[config.mk]
export PLATFORM = sky130hd
export DESIGN_NAME = rainbow_led_color_generator_top
export DESIGN_NICKNAME = d
export VERILOG_FILES = /design/src/rtl/core/rlcg_pkg.sv /design/src/rtl/core/rainbow_led_color_generator_top.sv /design/src/rtl/core/rlcg_cfg.sv /design/src/rtl/core/rlcg_div.sv /design/src/rtl/core/rlcg_ctrl.sv
export SDC_FILE = /design/constraint.sdc
export NUM_CORES = 1
export LEC_CHECK = 0
export ABC_AREA = 1
export BUFFER_PORTS_ARGS = -buffer_cell sky130_fd_sc_hd__clkbuf_2
export CORE_MARGIN = 5
export CORE_UTILIZATION = 30
export CTS_BUF_LIST = sky130_fd_sc_hd__clkbuf_16
export DETAILED_ROUTE_END_ITERATION = 10
export HOLD_SLACK_MARGIN = 0.05
export PLACE_DENSITY = 0.54
export SLEW_MARGIN = 20
export SYNTH_ARGS = -nofsm -noshare
export SYNTH_HDL_FRONTEND = slang
export SYNTH_SLANG_ARGS = --single-unit
[constraint.sdc]
create_clock -name clk_i -period 18.55 [get_ports clk_i]
set_input_delay 3.71 -clock clk_i [delete_from_list [all_inputs] [get_ports clk_i]]
set_output_delay 3.71 -clock clk_i [all_outputs]
set_load 0.02 [all_outputs]
[src/rtl/core/rlcg_pkg.sv]
`timescale 1ns / 1ps
// ----------------------------------------------------------------------------
// Rainbow LED color generator package
// Shared widths, register indexes, function codes and the structs that
// travel between the configuration block, the controller and the divider.
// ----------------------------------------------------------------------------
package rlcg_pkg;

  // Limits of the effective LED count and resolution factor.
  localparam int unsigned MAX_LEDS   = 1024;
  localparam int unsigned MAX_FACTOR = 64;

  // Field and datapath widths.
  localparam int unsigned CNT_W  = 11;  // led_count register
  localparam int unsigned FAC_W  = 7;   // resolution_factor register
  localparam int unsigned PIX_W  = 10;  // pixel and LED index
  localparam int unsigned COL_W  = 8;   // one color channel
  localparam int unsigned PER_W  = 17;  // period, up to MAX_LEDS * MAX_FACTOR
  localparam int unsigned POS_W  = 16;  // frame position and wheel phases
  localparam int unsigned XW     = POS_W + 3;  // phase times six
  localparam int unsigned DVD_W  = 27;  // divider dividend, holds phase * 1530
  localparam int unsigned DVS_W  = 17;  // divider divisor and remainder
  localparam int unsigned DCNT_W = 5;   // divider bit counter
  localparam int unsigned ADDR_W = 4;
  localparam int unsigned DATA_W = 32;
  localparam int unsigned WQ_W   = 10;  // wheel quotient bits that matter

  // Wheel constants: six sixths of full scale, and the falling edge origin.
  localparam logic [DVD_W-1:0] WHEEL_SCALE = DVD_W'(1530);
  localparam logic [WQ_W-1:0]  WHEEL_TOP   = WQ_W'(1020);
  localparam logic [COL_W-1:0] COL_FULL    = COL_W'(255);

  // Register indexes, taken from paddr[3:2].
  localparam logic [1:0] REG_LED_COUNT   = 2'd0;
  localparam logic [1:0] REG_RES_FACTOR  = 2'd1;
  localparam logic [1:0] REG_STATIC_MODE = 2'd2;

  // Item function codes.
  localparam logic FUNC_PIXEL   = 1'b0;
  localparam logic FUNC_ADVANCE = 1'b1;

  // Effective configuration seen by the controller.
  typedef struct packed {
    logic [PER_W-1:0] period;
    logic [FAC_W-1:0] factor;
    logic             static_mode;
  } cfg_t;

  // Divider request and response.
  typedef struct packed {
    logic             start;
    logic [DVD_W-1:0] dividend;
    logic [DVS_W-1:0] divisor;
  } div_req_t;

  typedef struct packed {
    logic             done;
    logic [DVD_W-1:0] quot;
    logic [DVS_W-1:0] rem;
  } div_rsp_t;

  // Finished result handed to the output register.
  typedef struct packed {
    logic             valid;
    logic [PIX_W-1:0] led_index;
    logic [COL_W-1:0] red;
    logic [COL_W-1:0] green;
    logic [COL_W-1:0] blue;
  } res_t;

endpackage

[src/rtl/core/rainbow_led_color_generator_top.sv]
`timescale 1ns / 1ps
// ----------------------------------------------------------------------------
// Rainbow LED color generator
// Computes red, green and blue for one LED from a trapezoid color wheel,
// and moves the animation frame position on advance items.
//
//   Channel   Direction  Handshake              Payload
//   input     in         in_valid_i/in_stall_o  func_i, pixel_index_i
//   output    out        out_valid_o/out_stall_i led_index_o, red_o, green_o,
//                                               blue_o
//   config    in/out     APB psel/penable/pready paddr, pwdata, prdata
//
// One item is in work at a time; each step is a 27-iteration serial divide.
// An advance item takes one division; a pixel item takes four divisions plus
// one per sloped wheel channel (k of three), then loads the output register.
// Reset clears the frame position and sets count and factor to one. A pixel
// item waits at its end only while the output register holds an unread result.
// ----------------------------------------------------------------------------
module rainbow_led_color_generator_top (
  input  logic                        clk_i,
  input  logic                        rst_ni,
  input  logic                        in_valid_i,
  output logic                        in_stall_o,
  input  logic                        func_i,
  input  logic [rlcg_pkg::PIX_W-1:0]  pixel_index_i,
  output logic                        out_valid_o,
  input  logic                        out_stall_i,
  output logic [rlcg_pkg::PIX_W-1:0]  led_index_o,
  output logic [rlcg_pkg::COL_W-1:0]  red_o,
  output logic [rlcg_pkg::COL_W-1:0]  green_o,
  output logic [rlcg_pkg::COL_W-1:0]  blue_o,
  input  logic                        psel,
  input  logic                        penable,
  input  logic                        pwrite,
  input  logic [rlcg_pkg::ADDR_W-1:0] paddr,
  input  logic [rlcg_pkg::DATA_W-1:0] pwdata,
  output logic [rlcg_pkg::DATA_W-1:0] prdata,
  output logic                        pready
);
  import rlcg_pkg::*;

  cfg_t             cfg;
  div_req_t         div_req;
  div_rsp_t         div_rsp;
  res_t             res;
  logic             out_free;
  logic             out_valid_q;
  logic [PIX_W-1:0] led_q;
  logic [COL_W-1:0] red_q, green_q, blue_q;

  rlcg_cfg u_cfg (
    .clk_i   (clk_i),
    .rst_ni  (rst_ni),
    .psel    (psel),
    .penable (penable),
    .pwrite  (pwrite),
    .paddr   (paddr),
    .pwdata  (pwdata),
    .prdata  (prdata),
    .pready  (pready),
    .cfg_o   (cfg)
  );

  rlcg_div u_div (
    .clk_i  (clk_i),
    .rst_ni (rst_ni),
    .req_i  (div_req),
    .rsp_o  (div_rsp)
  );

  rlcg_ctrl u_ctrl (
    .clk_i         (clk_i),
    .rst_ni        (rst_ni),
    .cfg_i         (cfg),
    .in_valid_i    (in_valid_i),
    .in_stall_o    (in_stall_o),
    .func_i        (func_i),
    .pixel_index_i (pixel_index_i),
    .div_req_o     (div_req),
    .div_rsp_i     (div_rsp),
    .out_free_i    (out_free),
    .res_o         (res)
  );

  // The output register can load when empty or when drained this cycle.
  assign out_free = !out_valid_q || !out_stall_i;

  always_ff @(posedge clk_i or negedge rst_ni) begin
    if (!rst_ni) begin
      out_valid_q <= 1'b0;
    end else if (res.valid) begin
      out_valid_q <= 1'b1;
    end else if (!out_stall_i) begin
      out_valid_q <= 1'b0;
    end
  end

  always_ff @(posedge clk_i) begin
    if (res.valid) begin
      led_q   <= res.led_index;
      red_q   <= res.red;
      green_q <= res.green;
      blue_q  <= res.blue;
    end
  end

  assign out_valid_o = out_valid_q;
  assign led_index_o = led_q;
  assign red_o       = red_q;
  assign green_o     = green_q;
  assign blue_o      = blue_q;

endmodule

[src/rtl/core/rlcg_cfg.sv]
`timescale 1ns / 1ps
// ----------------------------------------------------------------------------
// Rainbow LED color generator configuration registers
// APB-style register file with the three configuration registers, and the
// effective count, factor and period derived from them.
// ----------------------------------------------------------------------------
module rlcg_cfg (
  input  logic                        clk_i,
  input  logic                        rst_ni,
  input  logic                        psel,
  input  logic                        penable,
  input  logic                        pwrite,
  input  logic [rlcg_pkg::ADDR_W-1:0] paddr,
  input  logic [rlcg_pkg::DATA_W-1:0] pwdata,
  output logic [rlcg_pkg::DATA_W-1:0] prdata,
  output logic                        pready,
  output rlcg_pkg::cfg_t              cfg_o
);
  import rlcg_pkg::*;

  logic [CNT_W-1:0]       led_count_q;
  logic [FAC_W-1:0]       factor_q;
  logic                   static_q;
  logic                   wr_en;
  logic [1:0]             reg_idx;
  logic [CNT_W-1:0]       cnt_eff;
  logic [FAC_W-1:0]       fac_eff;
  logic [CNT_W+FAC_W-1:0] prod;

  assign pready  = 1'b1;
  assign wr_en   = psel & penable & pwrite;
  assign reg_idx = paddr[3:2];

  // Register writes; an index past the list is dropped.
  always_ff @(posedge clk_i or negedge rst_ni) begin
    if (!rst_ni) begin
      led_count_q <= CNT_W'(1);
      factor_q    <= FAC_W'(1);
      static_q    <= 1'b0;
    end else if (wr_en) begin
      case (reg_idx)
        REG_LED_COUNT:   led_count_q <= pwdata[CNT_W-1:0];
        REG_RES_FACTOR:  factor_q    <= pwdata[FAC_W-1:0];
        REG_STATIC_MODE: static_q    <= pwdata[0];
        default: ;
      endcase
    end
  end

  // Read back the raw register values.
  always_comb begin
    case (reg_idx)
      REG_LED_COUNT:   prdata = DATA_W'(led_count_q);
      REG_RES_FACTOR:  prdata = DATA_W'(factor_q);
      REG_STATIC_MODE: prdata = DATA_W'(static_q);
      default:         prdata = '0;
    endcase
  end

  // Zero counts as one, and oversized values saturate.
  always_comb begin
    if (led_count_q == '0) begin
      cnt_eff = CNT_W'(1);
    end else if (led_count_q > CNT_W'(MAX_LEDS)) begin
      cnt_eff = CNT_W'(MAX_LEDS);
    end else begin
      cnt_eff = led_count_q;
    end
    if (factor_q == '0) begin
      fac_eff = FAC_W'(1);
    end else if (factor_q > FAC_W'(MAX_FACTOR)) begin
      fac_eff = FAC_W'(MAX_FACTOR);
    end else begin
      fac_eff = factor_q;
    end
  end

  // The period is the count alone in static mode.
  assign prod = (CNT_W+FAC_W)'(cnt_eff) * (CNT_W+FAC_W)'(fac_eff);

  assign cfg_o.period      = static_q ? PER_W'(cnt_eff) : prod[PER_W-1:0];
  assign cfg_o.factor      = fac_eff;
  assign cfg_o.static_mode = static_q;

endmodule

[src/rtl/core/rlcg_div.sv]
`timescale 1ns / 1ps
// ----------------------------------------------------------------------------
// Rainbow LED color generator serial divider
// Restoring divider that shifts the dividend in one bit per cycle and
// returns quotient and remainder after DVD_W iterations.
// ----------------------------------------------------------------------------
module rlcg_div (
  input  logic               clk_i,
  input  logic               rst_ni,
  input  rlcg_pkg::div_req_t req_i,
  output rlcg_pkg::div_rsp_t rsp_o
);
  import rlcg_pkg::*;

  logic              busy_q;
  logic              done_q;
  logic [DCNT_W-1:0] cnt_q;
  logic [DVD_W-1:0]  dvd_q;
  logic [DVS_W-1:0]  rem_q;
  logic [DVS_W-1:0]  dvs_q;
  logic [DVS_W:0]    trial;
  logic              fits;
  logic [DVS_W-1:0]  rem_d;

  // One trial subtraction per cycle on the partial remainder.
  assign trial = {rem_q, dvd_q[DVD_W-1]};
  assign fits  = trial >= {1'b0, dvs_q};

  always_comb begin
    logic [DVS_W:0] diff;
    diff  = trial - {1'b0, dvs_q};
    rem_d = fits ? diff[DVS_W-1:0] : trial[DVS_W-1:0];
  end

  // Iteration control.
  always_ff @(posedge clk_i or negedge rst_ni) begin
    if (!rst_ni) begin
      busy_q <= 1'b0;
      done_q <= 1'b0;
      cnt_q  <= '0;
    end else begin
      done_q <= 1'b0;
      if (req_i.start) begin
        busy_q <= 1'b1;
        cnt_q  <= '0;
      end else if (busy_q) begin
        cnt_q <= cnt_q + DCNT_W'(1);
        if (cnt_q == DCNT_W'(DVD_W - 1)) begin
          busy_q <= 1'b0;
          done_q <= 1'b1;
        end
      end
    end
  end

  // Dividend shifts left, quotient bits enter at the bottom.
  always_ff @(posedge clk_i) begin
    if (req_i.start) begin
      dvd_q <= req_i.dividend;
      dvs_q <= req_i.divisor;
      rem_q <= '0;
    end else if (busy_q) begin
      dvd_q <= {dvd_q[DVD_W-2:0], fits};
      rem_q <= rem_d;
    end
  end

  assign rsp_o.done = done_q;
  assign rsp_o.quot = dvd_q;
  assign rsp_o.rem  = rem_q;

endmodule

[src/rtl/core/rlcg_ctrl.sv]
`timescale 1ns / 1ps
// ----------------------------------------------------------------------------
// Rainbow LED color generator controller
// Sequences the divider through frame position, pixel phase, channel
// offsets and the three wheel values, and keeps the frame position.
// ----------------------------------------------------------------------------
module rlcg_ctrl (
  input  logic                       clk_i,
  input  logic                       rst_ni,
  input  rlcg_pkg::cfg_t             cfg_i,
  input  logic                       in_valid_i,
  output logic                       in_stall_o,
  input  logic                       func_i,
  input  logic [rlcg_pkg::PIX_W-1:0] pixel_index_i,
  output rlcg_pkg::div_req_t         div_req_o,
  input  rlcg_pkg::div_rsp_t         div_rsp_i,
  input  logic                       out_free_i,
  output rlcg_pkg::res_t             res_o
);
  import rlcg_pkg::*;

  localparam logic [2:0] S_IDLE  = 3'd0;
  localparam logic [2:0] S_POS   = 3'd1;
  localparam logic [2:0] S_IDX   = 3'd2;
  localparam logic [2:0] S_GOFF  = 3'd3;
  localparam logic [2:0] S_BOFF  = 3'd4;
  localparam logic [2:0] S_WHEEL = 3'd5;
  localparam logic [2:0] S_WWAIT = 3'd6;
  localparam logic [2:0] S_OUT   = 3'd7;

  logic [2:0]       state_q, state_d;
  logic             func_q;
  logic [PIX_W-1:0] pix_q;
  logic [POS_W-1:0] fp_q, fp_d;
  logic [POS_W-1:0] goff_q, goff_d;
  logic [1:0]       ch_q, ch_d;
  logic             fall_q, fall_d;
  logic [POS_W-1:0] x_q [3];
  logic [COL_W-1:0] col_q [3];
  logic             accept;
  logic             x_load;      // load the three channel phases
  logic [POS_W-1:0] x_red, x_green, x_blue;
  logic             ch_step;     // one channel value finished
  logic [COL_W-1:0] ch_val;
  logic [XW-1:0]    x6, x2, x3, p1, p2;
  logic             rising, flat;
  logic [POS_W-1:0] pos;
  logic [POS_W-1:0] quot16;
  logic [WQ_W-1:0]  wq;

  assign accept     = in_valid_i & (state_q == S_IDLE);
  assign in_stall_o = (state_q != S_IDLE);
  assign pos        = div_rsp_i.rem[POS_W-1:0];
  assign quot16     = div_rsp_i.quot[POS_W-1:0];
  assign wq         = div_rsp_i.quot[WQ_W-1:0];

  // Region of the trapezoid wheel for the current channel phase.
  assign x6     = XW'({x_q[0], 2'b00}) + XW'({x_q[0], 1'b0});
  assign x2     = XW'({x_q[0], 1'b0});
  assign x3     = XW'({x_q[0], 1'b0}) + XW'(x_q[0]);
  assign p1     = XW'(cfg_i.period);
  assign p2     = XW'({cfg_i.period, 1'b0});
  assign rising = x6 < p1;
  assign flat   = x2 < p1;

  // Sequencer and divider requests.
  always_comb begin
    logic [PER_W-1:0] idx;
    logic [PER_W-1:0] inc;
    logic [PER_W-1:0] sum;
    state_d            = state_q;
    fp_d               = fp_q;
    goff_d             = goff_q;
    ch_d               = ch_q;
    fall_d             = fall_q;
    x_load             = 1'b0;
    x_red              = x_q[0];
    x_green            = x_q[1];
    x_blue             = x_q[2];
    ch_step            = 1'b0;
    ch_val             = '0;
    div_req_o.start    = 1'b0;
    div_req_o.dividend = DVD_W'(fp_q);
    div_req_o.divisor  = cfg_i.period;
    res_o.valid        = 1'b0;
    res_o.led_index    = pix_q;
    res_o.red          = col_q[0];
    res_o.green        = col_q[1];
    res_o.blue         = col_q[2];
    idx                = '0;
    inc                = '0;
    sum                = '0;
    case (state_q)
      S_IDLE: begin
        // Reduce the stored position by the current period.
        if (accept) begin
          div_req_o.start = 1'b1;
          state_d         = S_POS;
        end
      end
      S_POS: begin
        if (div_rsp_i.done) begin
          if (func_q == FUNC_ADVANCE) begin
            inc     = PER_W'(pos) + PER_W'(1);
            fp_d    = (inc == cfg_i.period) ? '0 : inc[POS_W-1:0];
            state_d = S_IDLE;
          end else begin
            if (cfg_i.static_mode) begin
              idx = PER_W'(pix_q);
            end else begin
              idx = PER_W'(pix_q) * PER_W'(cfg_i.factor) + PER_W'(pos);
            end
            div_req_o.start    = 1'b1;
            div_req_o.dividend = DVD_W'(idx);
            state_d            = S_IDX;
          end
        end
      end
      S_IDX: begin
        // Red phase is ready; next the green offset, period / 3.
        if (div_rsp_i.done) begin
          x_load             = 1'b1;
          x_red              = div_rsp_i.rem[POS_W-1:0];
          div_req_o.start    = 1'b1;
          div_req_o.dividend = DVD_W'(cfg_i.period);
          div_req_o.divisor  = DVS_W'(3);
          state_d            = S_GOFF;
        end
      end
      S_GOFF: begin
        // Blue offset: 2 * period / 3 in static mode, else twice the green one.
        if (div_rsp_i.done) begin
          goff_d          = quot16;
          div_req_o.start = 1'b1;
          if (cfg_i.static_mode) begin
            div_req_o.dividend = DVD_W'({cfg_i.period, 1'b0});
            div_req_o.divisor  = DVS_W'(3);
          end else begin
            div_req_o.dividend = DVD_W'({quot16, 1'b0});
            div_req_o.divisor  = DVS_W'(1);
          end
          state_d = S_BOFF;
        end
      end
      S_BOFF: begin
        // Offset phases wrap once at the period.
        if (div_rsp_i.done) begin
          x_load  = 1'b1;
          sum     = PER_W'(x_q[0]) + PER_W'(goff_q);
          if (sum >= cfg_i.period) begin
            sum = sum - cfg_i.period;
          end
          x_green = sum[POS_W-1:0];
          sum     = PER_W'(x_q[0]) + PER_W'(quot16);
          if (sum >= cfg_i.period) begin
            sum = sum - cfg_i.period;
          end
          x_blue  = sum[POS_W-1:0];
          ch_d    = '0;
          state_d = S_WHEEL;
        end
      end
      S_WHEEL: begin
        // Sloped regions need a division, flat ones do not.
        if (rising || (!flat && (x3 < p2))) begin
          fall_d             = !rising;
          div_req_o.start    = 1'b1;
          div_req_o.dividend = DVD_W'(x_q[0]) * WHEEL_SCALE;
          state_d            = S_WWAIT;
        end else begin
          ch_step = 1'b1;
          ch_val  = flat ? COL_FULL : '0;
        end
      end
      S_WWAIT: begin
        if (div_rsp_i.done) begin
          ch_step = 1'b1;
          if (fall_q) begin
            ch_val = COL_W'(WHEEL_TOP - wq);
          end else begin
            ch_val = wq[COL_W-1:0];
          end
          state_d = S_WHEEL;
        end
      end
      S_OUT: begin
        if (out_free_i) begin
          res_o.valid = 1'b1;
          state_d     = S_IDLE;
        end
      end
      default: begin
        state_d = S_IDLE;
      end
    endcase
    // After the third channel the result is complete.
    if (ch_step) begin
      if (ch_q == 2'd2) begin
        state_d = S_OUT;
      end else begin
        ch_d = ch_q + 2'd1;
      end
    end
  end

  // Control state and frame position.
  always_ff @(posedge clk_i or negedge rst_ni) begin
    if (!rst_ni) begin
      state_q <= S_IDLE;
      fp_q    <= '0;
    end else begin
      state_q <= state_d;
      fp_q    <= fp_d;
    end
  end

  // Item payload, offsets and the channel shift registers.
  always_ff @(posedge clk_i) begin
    if (accept) begin
      func_q <= func_i;
      pix_q  <= pixel_index_i;
    end
    goff_q <= goff_d;
    ch_q   <= ch_d;
    fall_q <= fall_d;
    if (x_load) begin
      x_q[0] <= x_red;
      x_q[1] <= x_green;
      x_q[2] <= x_blue;
    end else if (ch_step) begin
      x_q[0] <= x_q[1];
      x_q[1] <= x_q[2];
      x_q[2] <= x_q[0];
    end
    if (ch_step) begin
      col_q[0] <= col_q[1];
      col_q[1] <= col_q[2];
      col_q[2] <= ch_val;
    end
  end

endmodule
* Word-level counts from Yosys, hierarchy flattened
Memories as Yosys holds them, arrays and structs flattened. A register that Yosys moved wholly into a read port is not among the register bits.
Cells that the tools add are included.
** Word-level totals
- Register bits after elaboration :: 163
- Bits in writable memories :: 72
- Input bits :: 54
- Memories :: 2
** Memories
- u_ctrl.x_q :: depth 3, width 16, read ports 3, clocked after Yosys merged registers in 0, write ports 3, line rlcg_ctrl.sv:38 : logic [POS_W-1:0] x_q [3];
- u_ctrl.col_q :: depth 3, width 8, read ports 3, clocked after Yosys merged registers in 1, write ports 3, line rlcg_ctrl.sv:39 : logic [COL_W-1:0] col_q [3];
** Operators by class
- Add/subtract/negate cells :: 12
- Multiply operators :: 3
- Magnitude comparators :: 8
- Equal/unequal tests :: 13
- Muxes and demuxes :: 74
- Bitwise gates (word level) :: 6
- Reduce and logical (&&, ||, !) cells :: 21
** Operators with widths (number)
- $mux W16 :: 12
- $pmux W27 S4 :: 1
- $mux W45 :: 2
- $mux W28 :: 3
- $mux W27 :: 2
- $mux W17 :: 3
- $mux W35 :: 1
- $add A16 B16 Y17 :: 2
- $ge A17 B17 Y1 :: 2
- $pmux W17 S2 :: 1
- $pmux W11 S3 :: 1
- $mux W8 :: 4
- $sub A16 B16 Y16 :: 2
- $mux W3 :: 9
- $mul A16 B10 Y26 const B :: 1
- $mux W11 :: 2
- $pmux W3 S7 :: 1
- $mux W1 :: 20
- $add A18 B17 Y19 :: 1
- $lt A19 B17 Y1 :: 1
- $add A17 B16 Y18 :: 1
- $ge A18 B17 Y1 :: 1
- $lt A18 B18 Y1 :: 1
- $add A16 B1 Y17 const B :: 1
- other kinds (38) :: 62

* Logic depth before layout (Yosys ltp)
Gate-level depths: netlist of the first run.
- Word-level depth :: 15
- Mapped depth :: 39

* By module
Synthesis of the first run repeated with hierarchy kept, for this count alone.
** Unflattened totals
- Cell total of the unflattened synthesis :: 3603
- Area total of the unflattened synthesis :: 27249.9 sq um
** Modules (own cells, without submodules)
- rlcg_ctrl :: instances 1, cells an instance 2491, area an instance 18433.9 sq um, sequential area each 3528.4 sq um
- rlcg_div :: instances 1, cells an instance 511, area an instance 3968.8 sq um, sequential area each 1836.8 sq um
- rlcg_cfg :: instances 1, cells an instance 563, area an instance 3784.9 sq um, sequential area each 478.0 sq um
- rainbow_led_color_generator_top :: instances 1, cells an instance 38, area an instance 1062.3 sq um, sequential area each 1046.0 sq um

* Worst setup path before layout of the first run
No wires, ideal clock.
- Path kind :: input -> output
- From :: input port paddr[3] (netlist name)
- To :: output port prdata[0] (netlist name)
- Arrival :: 4.546 ns
- Required time :: 14.840 ns
- Setup slack :: 10.294 ns
- Cell stages on the path :: 3
- Path through :: nor2_1 -> inv_1 -> o221ai_1
** On the way
- Longest elaborated chain between the ends :: 2
- Elaborated cells between the ends (all ways) :: 4
- Those cells by class :: eq/ne (2); mux (1); reduce/logical (1)
** Ends and longest elaborated chain
- start: declaration :: line rainbow_led_color_generator_top.sv:35 : input logic [rlcg_pkg::ADDR_W-1:0] paddr,
- $eq A2 B2 Y1, or another cell as far along :: line rlcg_cfg.sv:52 : case (reg_idx)
- $pmux W11 S3 (*) :: line rlcg_cfg.sv:52
- end: declaration :: line rainbow_led_color_generator_top.sv:37 : output logic [rlcg_pkg::DATA_W-1:0] prdata,
Mark *: on every way between the ends. The rest lies on a longest branch, timed or not.

==> flow_results.xml, run 1 <==
<?xml version="1.0" encoding="UTF-8"?>
<metrics>
  <group name="clock_tree">
    <metric name="cts_resized" unit="">0</metric>
    <metric name="cts-buffers-inserted" unit="">29</metric>
    <metric name="h-tree-depth" unit="">1</metric>
    <metric name="tritoncts" unit="">done</metric>
    <metric name="cts-root-buf" unit="">sky130_fd_sc_hd__clkbuf_16</metric>
    <metric name="cts_clk_pin_slew_worst_paths" unit="ps">60</metric>
    <metric name="clk_path_buf_depth" unit="">3</metric>
    <metric name="cts.sinks" unit="">243</metric>
    <metric name="postCtsHoldBufs" unit="">0</metric>
    <metric name="cts_post_setup_buffers_inserted" unit="">0</metric>
    <metric name="clk-insertion-delay-late" unit="ps">580</metric>
  </group>
  <group name="critical_path">
    <metric name="worst_ep_required" unit="ps">18680</metric>
    <metric name="criticalPathCategory" unit="">reg2reg</metric>
    <metric name="worstRegToRegCells" unit="">28</metric>
    <metric name="crit_path_start_kind" unit="">flip-flop</metric>
    <metric name="critPathCaptureType" unit="">flip-flop</metric>
    <metric name="crit_path_top_cell_by_count" unit="">sky130_fd_sc_hd__nand2_1</metric>
    <metric name="critPathSlowestCell" unit="">sky130_fd_sc_hd__nand3_1</metric>
    <metric name="worst_path_largest_cell_delay" unit="ps">740</metric>
    <metric name="worstPathMaxFanout" unit="">29</metric>
    <metric name="worstPathArrival" unit="ps">10180</metric>
  </group>
  <group name="place">
    <metric name="port_buffers" unit="">77</metric>
    <metric name="place.gp.congestion" unit="">0.9307</metric>
    <metric name="place_area" unit="um2">27540</metric>
    <metric name="dp.final_hpwl" unit="mm">61.91</metric>
  </group>
  <group name="grt">
    <metric name="groute.usage.overall" unit="">0.1719</metric>
    <metric name="grt_pass1_vias" unit="">21230</metric>
    <metric name="grt_max_degree" unit="">75</metric>
    <metric name="antenna_found_initial" unit="">0</metric>
    <metric name="grt_overflow" unit="">0</metric>
    <metric name="grt_pass1_wl" unit="mm">123.6</metric>
  </group>
  <group name="final_layout">
    <metric name="final_cell_area" unit="um2">28510</metric>
    <metric name="final_net_count" unit="">3756</metric>
    <metric name="synthToLayoutAreaGrowth" unit="%">10.38</metric>
    <metric name="drive_above_1_share" unit="">0.07121</metric>
    <metric name="antenna_cells" unit="">0</metric>
  </group>
  <group name="die">
    <metric name="floorplan_core_area" unit="um2">85280</metric>
    <metric name="design.die.area" unit="um2">92050</metric>
    <metric name="die_height" unit="um">303.4</metric>
    <metric name="std_cell_rows" unit="">107</metric>
    <metric name="die_width" unit="um">303.4</metric>
    <metric name="boundaryPins" unit="">123</metric>
    <metric name="initial_core_util" unit="">0.3028</metric>
  </group>
  <group name="synthesis">
    <metric name="post-synth-top-count-cell" unit="">sky130_fd_sc_hd__nand2_1</metric>
    <metric name="postSynth.asyncResetShare" unit="">0.1893</metric>
    <metric name="synth_top_cells_by_area" unit="">sky130_fd_sc_hd__edfxtp_1 (21%), sky130_fd_sc_hd__fa_1 (14%), sky130_fd_sc_hd__ha_1 (14%)</metric>
    <metric name="synth.distinct_cells" unit="">61</metric>
    <metric name="synth.cell_area" unit="um2">25820</metric>
    <metric name="synth_edf_count" unit="">179</metric>
    <metric name="synth-warning-count" unit="">0</metric>
    <metric name="synth_ff_type" unit="">sky130_fd_sc_hd__edfxtp_1</metric>
    <metric name="ys_seq_elements" unit="">243</metric>
    <metric name="synth.top_cell.area_share" unit="">0.2081</metric>
    <metric name="netlist_instances" unit="">3156</metric>
    <metric name="most_instantiated_cells_after_synthesis" unit="">sky130_fd_sc_hd__nand2_1 (629), sky130_fd_sc_hd__inv_1 (453), sky130_fd_sc_hd__nor2_1 (298)</metric>
    <metric name="postSynthAreaPerCell" unit="um2">8.183</metric>
    <metric name="yosysTopAreaCell" unit="">sky130_fd_sc_hd__edfxtp_1</metric>
    <metric name="synth_sequential_area_ratio" unit="">0.2668</metric>
  </group>
  <group name="timing">
    <metric name="finalSetupTns" unit="ps">0</metric>
    <metric name="min_period_over_period" unit="">0.5420</metric>
    <metric name="timing.final.crit_period" unit="ps">10050</metric>
    <metric name="rsz0062_at_grt" unit="">no</metric>
    <metric name="finalHoldViolations" unit="">0</metric>
    <metric name="max-slew-margin-rel" unit="">0.2963</metric>
    <metric name="fin_skew" unit="ps">22.91</metric>
    <metric name="max_fclk" unit="MHz">99.47</metric>
    <metric name="timing.final.setup_violations" unit="">0</metric>
    <metric name="timing_max_transition_violations_final" unit="">0</metric>
    <metric name="tightest_slew" unit="ps">1055</metric>
  </group>
  <group name="hold_path">
    <metric name="hold_class" unit="">reg2reg</metric>
    <metric name="hold_depth" unit="">0</metric>
  </group>
  <group name="route">
    <metric name="remaining_drcs" unit="">0</metric>
    <metric name="route.antenna.remaining_nets" unit="">0</metric>
    <metric name="drt-wirelength-per-cell" unit="um">18.19</metric>
    <metric name="dr.pass1.iters" unit="">5</metric>
    <metric name="wirelength" unit="mm">80.09</metric>
    <metric name="drt-initial-drc-count" unit="">1754</metric>
    <metric name="via_count" unit="">21680</metric>
    <metric name="viasPerCell" unit="">4.926</metric>
  </group>
  <group name="run">
    <metric name="max_cap_viol_count" unit="">0</metric>
  </group>
  <group name="run_status">
    <metric name="status" unit="">completed</metric>
  </group>
</metrics>
## cells by family after synthesis
family / share of synthesized area
other: 0.0002908
adder cells (fa/ha/maj): 0.2795
flip-flops: 0.2668
buffers and inverters: 0.08668
AND/OR/NAND/NOR: 0.1896
AO/OA/AOI/OAI: 0.1297
XOR/XNOR: 0.04748
## critical path: cells and delay by family (launching register included)
kind            cells  cell delay (ps)
compound gates      5              800
fa+ha+maj           6             3100
buf+inv             5             1430
flops               1              720
simple gates       12             3510
## final timing paths
path	from	end	slack, ps
worst min register to register	u_ctrl.col_q[0][2]$_DFFE_PN_	red_o[2]$_DFFE_PP_	410
worst min-delay path	u_ctrl.col_q[0][2]$_DFFE_PN_	red_o[2]$_DFFE_PP_	410
worst max-delay path	u_cfg.factor_q[6]$_DFFE_PN0P_	u_ctrl.x_q[0][4]$_DFFE_PP_	8500
min in group asynchronous	rst_ni	u_cfg.led_count_q[8]$_DFFE_PN0P_	3220
worst max register to register	u_cfg.factor_q[6]$_DFFE_PN0P_	u_ctrl.x_q[0][4]$_DFFE_PP_	8500
max in group asynchronous	rst_ni	u_ctrl.state_q[1]$_DFF_PN0_	14820
## state kept, by name, summed over array words and instances, names as in the netlist, 3 cells and up, named ones only
register and cells:
u_ctrl.x_q 48, u_div.dvd_q 27, u_ctrl.col_q 24, u_div.dvs_q 17, u_div.rem_q 17, u_ctrl.fp_q 16
u_ctrl.goff_q 16, u_cfg.led_count_q 11, led_index_o 10, u_ctrl.pix_q 10, blue_o 8, green_o 8
red_o 8, u_cfg.factor_q 7, u_div.cnt_q 5, u_ctrl.state_q 3
## routing by layer
metal	GRT usage	part of all wire	up-vias
met2	0.2832	0.46	627
met3	0.02276	0.065	103
met4	0.03873	0.026	0
li1	-	-	10550
met5	0	0	-
met1	0.2423	0.45	10410
## layout make-up
class | count | area [um2]
fillers | 9088 | 56770
multi-input cells | 2382 | 16800
clock inverters | 25 | 240.2
flip-flops and latches | 243 | 6889
well taps | 1144 | 1431
clock buffers | 29 | 725.7
repair buffers | 111 | 660.6
inverters | 468 | 1757
## layout by cell type (no fill, tap or decap), types with 6 or more instances in the layout
cell type                   Yosys  final
sky130_fd_sc_hd__a31oi_1       13     13
sky130_fd_sc_hd__clkbuf_2       0     77
sky130_fd_sc_hd__buf_4         31     33
sky130_fd_sc_hd__a21oi_2        8      8
sky130_fd_sc_hd__ha_1         284    284
sky130_fd_sc_hd__a21o_1        13     13
sky130_fd_sc_hd__inv_1        453    458
sky130_fd_sc_hd__or2_2         12     12
sky130_fd_sc_hd__clkinv_1       8     13
sky130_fd_sc_hd__nand4_1       27     27
sky130_fd_sc_hd__a21boi_0       8      8
sky130_fd_sc_hd__nor4_1         9      9
sky130_fd_sc_hd__a21oi_1      245    244
sky130_fd_sc_hd__clkinv_2       0      6
sky130_fd_sc_hd__nor3_1        22     22
sky130_fd_sc_hd__edfxtp_1     179    179
sky130_fd_sc_hd__inv_2          7      7
sky130_fd_sc_hd__xnor2_1       51     51
sky130_fd_sc_hd__fa_1         183    183
sky130_fd_sc_hd__xor2_1        89     89
sky130_fd_sc_hd__nor2_2         9      9
sky130_fd_sc_hd__clkbuf_16      0     29
sky130_fd_sc_hd__nor2_1       298    298
sky130_fd_sc_hd__dfxtp_1       18     18
sky130_fd_sc_hd__o211ai_1      21     21
sky130_fd_sc_hd__nand3b_1       9      9
sky130_fd_sc_hd__o21ai_0      180    176
sky130_fd_sc_hd__dfrtp_1       44     44
sky130_fd_sc_hd__o21ai_1       26     29
sky130_fd_sc_hd__o22ai_2        9      9
sky130_fd_sc_hd__a211oi_1       7      7
sky130_fd_sc_hd__nand3_1      127    127
sky130_fd_sc_hd__nand2_1      629    628
sky130_fd_sc_hd__o31ai_1        6      6
sky130_fd_sc_hd__conb_1         2     22
sky130_fd_sc_hd__nand2_4        5      6
sky130_fd_sc_hd__o21bai_1      14     14
sky130_fd_sc_hd__o2111ai_1      6      6
## stage by stage
step | cells | hold slack, ps | worst slack, ps | util
final | 4402 | 409.5 | 8497 | 0.3343
after global routing | 4402 | 418.7 | 7835 | 0.3343
after CTS | 4402 | 412.5 | 8498 | 0.3343
after detailed placement | 4348 | 405.7 | 8482 | 0.3229
after global placement | 4347 | 401.4 | 8642 | 0.3226
after floorplan | 3176 | 400.3 | 10290 | -
Power of run 1 is not shown: default switching activity piles up to over one toggle a cycle in this logic, so the estimate is an artifact.
==> run 2: changes to the inputs <==
- ABC_AREA: 1 -> 0
- PLACE_DENSITY: 0.54 -> 0.55
- clock period: 18.55 -> 9.2 ns (I/O delays scaled with it)
==> flow_results.xml, run 2 <==
<?xml version="1.0" encoding="UTF-8"?>
<metrics>
  <group name="final_layout">
    <metric name="antenna_cells" unit="">0</metric>
    <metric name="largest_register_ffs" unit="">48</metric>
    <metric name="reg.largest.list" unit="">u_ctrl.x_q: 48 flops, u_div.dvd_q: 27 flops, u_ctrl.col_q: 24 flops</metric>
    <metric name="final_cell_area" unit="um2">28330</metric>
    <metric name="largest_register" unit="">u_ctrl.x_q</metric>
    <metric name="mostFrequentLayoutCell" unit="">sky130_fd_sc_hd__inv_1</metric>
    <metric name="layout_common_cells" unit="">sky130_fd_sc_hd__inv_1 (289), sky130_fd_sc_hd__ha_1 (284), sky130_fd_sc_hd__nand2_1 (251)</metric>
    <metric name="synthToLayoutAreaGrowth" unit="%">11.56</metric>
    <metric name="final_net_count" unit="">3356</metric>
    <metric name="drive_above_1_share" unit="">0.08995</metric>
  </group>
  <group name="clock_tree">
    <metric name="cts-buffers-inserted" unit="">29</metric>
    <metric name="clk_path_buf_depth" unit="">3</metric>
    <metric name="cts_clk_pin_slew_worst_paths" unit="ps">70</metric>
    <metric name="postCtsHoldBufs" unit="">0</metric>
    <metric name="tritoncts" unit="">done</metric>
    <metric name="cts.sinks" unit="">243</metric>
    <metric name="cts-root-buf" unit="">sky130_fd_sc_hd__clkbuf_16</metric>
    <metric name="h-tree-depth" unit="">1</metric>
    <metric name="clk-insertion-delay-late" unit="ps">570</metric>
  </group>
  <group name="synthesis">
    <metric name="ys_seq_elements" unit="">243</metric>
    <metric name="synth.distinct_cells" unit="">86</metric>
    <metric name="postSynth.asyncResetShare" unit="">0.1893</metric>
    <metric name="synth_top_cells_by_area" unit="">sky130_fd_sc_hd__edfxtp_1 (21%), sky130_fd_sc_hd__fa_1 (14%), sky130_fd_sc_hd__ha_1 (14%)</metric>
    <metric name="synth_ff_type" unit="">sky130_fd_sc_hd__edfxtp_1</metric>
    <metric name="netlist_instances" unit="">2726</metric>
    <metric name="synth_edf_count" unit="">179</metric>
    <metric name="synth.top_cell.area_share" unit="">0.2116</metric>
    <metric name="postSynthAreaPerCell" unit="um2">9.317</metric>
    <metric name="most_instantiated_cells_after_synthesis" unit="">sky130_fd_sc_hd__ha_1 (284), sky130_fd_sc_hd__inv_1 (283), sky130_fd_sc_hd__nand2_1 (251)</metric>
    <metric name="synth.cell_area" unit="um2">25400</metric>
    <metric name="synth-warning-count" unit="">0</metric>
    <metric name="post-synth-top-count-cell" unit="">sky130_fd_sc_hd__ha_1</metric>
    <metric name="yosysTopAreaCell" unit="">sky130_fd_sc_hd__edfxtp_1</metric>
    <metric name="synth_sequential_area_ratio" unit="">0.2712</metric>
  </group>
  <group name="critical_path">
    <metric name="critPathCaptureType" unit="">flip-flop</metric>
    <metric name="crit_family" unit="">adder cells</metric>
    <metric name="criticalPathCategory" unit="">reg2reg</metric>
    <metric name="worstPathArrival" unit="ps">9210</metric>
    <metric name="crit_path_start_kind" unit="">flip-flop</metric>
    <metric name="worst_path_largest_cell_delay" unit="ps">610</metric>
    <metric name="worstPathMaxFanout" unit="">14</metric>
    <metric name="critPathSlowestCell" unit="">sky130_fd_sc_hd__dfrtp_1</metric>
    <metric name="worst_ep_required" unit="ps">9520</metric>
    <metric name="cp-startpoint" unit="">u_cfg.led_count_q[10]$_DFFE_PN0P_</metric>
    <metric name="critical_r2r_launch" unit="">u_cfg.led_count_q[10]$_DFFE_PN0P_</metric>
    <metric name="worstPathBufferInverterCount" unit="">8</metric>
  </group>
  <group name="grt">
    <metric name="groute.usage.overall" unit="">0.1647</metric>
    <metric name="antenna_found_initial" unit="">0</metric>
    <metric name="grt_max_degree" unit="">48</metric>
    <metric name="grt_pass1_vias" unit="">19510</metric>
    <metric name="grt_pass1_wl" unit="mm">116.7</metric>
    <metric name="grt_overflow" unit="">0</metric>
  </group>
  <group name="hold_path">
    <metric name="hold_class" unit="">reg2reg</metric>
    <metric name="min-delay-start" unit="">u_ctrl.col_q[0][5]$_DFFE_PN_</metric>
  </group>
  <group name="route">
    <metric name="viasPerCell" unit="">5.141</metric>
    <metric name="route.antenna.remaining_nets" unit="">0</metric>
    <metric name="drt-wirelength-per-cell" unit="um">19.25</metric>
    <metric name="via_count" unit="">20520</metric>
    <metric name="drt-initial-drc-count" unit="">1803</metric>
    <metric name="remaining_drcs" unit="">0</metric>
    <metric name="wirelength" unit="mm">76.84</metric>
    <metric name="dr.pass1.iters" unit="">10</metric>
  </group>
  <group name="timing">
    <metric name="timing_max_transition_violations_final" unit="">0</metric>
    <metric name="tightest_slew" unit="ps">956.4</metric>
    <metric name="timing.final.setup_violations" unit="">0</metric>
    <metric name="max-slew-margin-rel" unit="">0.3576</metric>
    <metric name="timing.final.crit_period" unit="ps">8889</metric>
    <metric name="finalHoldViolations" unit="">0</metric>
    <metric name="max_fclk" unit="MHz">112.5</metric>
    <metric name="min_period_over_period" unit="">0.9661</metric>
    <metric name="fin_skew" unit="ps">22.63</metric>
  </group>
  <group name="place">
    <metric name="dp.final_hpwl" unit="mm">59.82</metric>
    <metric name="place.gp.congestion" unit="">0.9074</metric>
    <metric name="port_buffers" unit="">77</metric>
    <metric name="place_area" unit="um2">27440</metric>
  </group>
  <group name="die">
    <metric name="std_cell_rows" unit="">106</metric>
    <metric name="boundaryPins" unit="">123</metric>
    <metric name="die_width" unit="um">301.0</metric>
    <metric name="design.die.area" unit="um2">90580</metric>
    <metric name="initial_core_util" unit="">0.3030</metric>
    <metric name="floorplan_core_area" unit="um2">83820</metric>
    <metric name="die_height" unit="um">301.0</metric>
  </group>
  <group name="run_status">
    <metric name="status" unit="">completed</metric>
  </group>
  <group name="run">
    <metric name="max_cap_viol_count" unit="">0</metric>
  </group>
</metrics>
## run 2: changes by cell type after synthesis, moves of 40 or more
cell,previous run,this run
sky130_fd_sc_hd__mux2i_1,0,54
sky130_fd_sc_hd__xor2_1,89,48
sky130_fd_sc_hd__nor3_1,22,67
sky130_fd_sc_hd__nor2b_1,0,40
sky130_fd_sc_hd__nor2_1,298,247
sky130_fd_sc_hd__a21oi_1,245,159
sky130_fd_sc_hd__and2_1,0,47
sky130_fd_sc_hd__xnor2_1,51,98
sky130_fd_sc_hd__nand2_1,629,251
sky130_fd_sc_hd__nand3_1,127,47
sky130_fd_sc_hd__inv_1,453,283
## run 2: path summary, 6_finish.rpt
| check | end | slack [ps] | cells after the start |
|---|---|---|---|
| min reg2reg | red_o[5]$_DFFE_PP_ | 420 | 0 |
| min in group asynchronous | u_ctrl.fp_q[0]$_DFFE_PN0P_ | 1400 | 2 |
| min | red_o[5]$_DFFE_PP_ | 420 | 0 |
| max in group asynchronous | u_cfg.static_q$_DFFE_PN0P_ | 7280 | 2 |
| max reg2reg | u_div.dvd_q[12]$_DFFE_PP_ | 310 | 31 |
| max | u_div.dvd_q[12]$_DFFE_PP_ | 310 | 31 |
## run 2: through the flow
stage                     instances  TNS (ps)  setup slack [ps]  hold WS [ps]  utilization
after floorplan                2746         0             797.0         400.3            -
after global placement         3937         0             471.4         400.2       0.3274
after detailed placement       3937         0             387.9         405.2       0.3274
after CTS                      3990         0             348.7         418.2       0.3377
after global routing           3991    -3.356            -3.356         420.0       0.3380
final                          3991         0             311.5         416.5       0.3380
## run 2: logic make-up after synthesis
| kind of cell | after synthesis | synth area share |
|---|---|---|
| mux | 74 | 0.03015 |
| fa+ha+maj | 467 | 0.2842 |
| compound gates | 603 | 0.1543 |
| flops | 243 | 0.2712 |
| buf+inv | 380 | 0.06094 |
| simple gates | 811 | 0.1486 |
| other cells | 2 | 0.0002957 |
| xor+xnor | 146 | 0.05035 |
## run 2: area by class of cell
class | count | area [um2]
clock buffers | 30 | 750.7
clock inverters | 23 | 116.4
fillers | 8694 | 55490
inverters | 286 | 1080
multi-input cells | 2123 | 17080
flip-flops and latches | 243 | 6890
well taps | 1134 | 1419
repair buffers | 152 | 1002
## run 2: what timing repair did
| item | in CTS | in global routing |
|---|---|---|
| setup endpoints to repair | 0 | 61 |
| buffers inserted | 0 | 0 |
| gates resized for setup | 0 | 5 |
## run 2: routing by layer
metal	routed length (um)	track usage	part of all wire
met1	35310	0.2365	0.46
met2	34870	0.2667	0.45
met3	4756	0.02048	0.062
met4	1908	0.03688	0.025
met5	0	0	0
Power of run 2 is left out for the same reason.
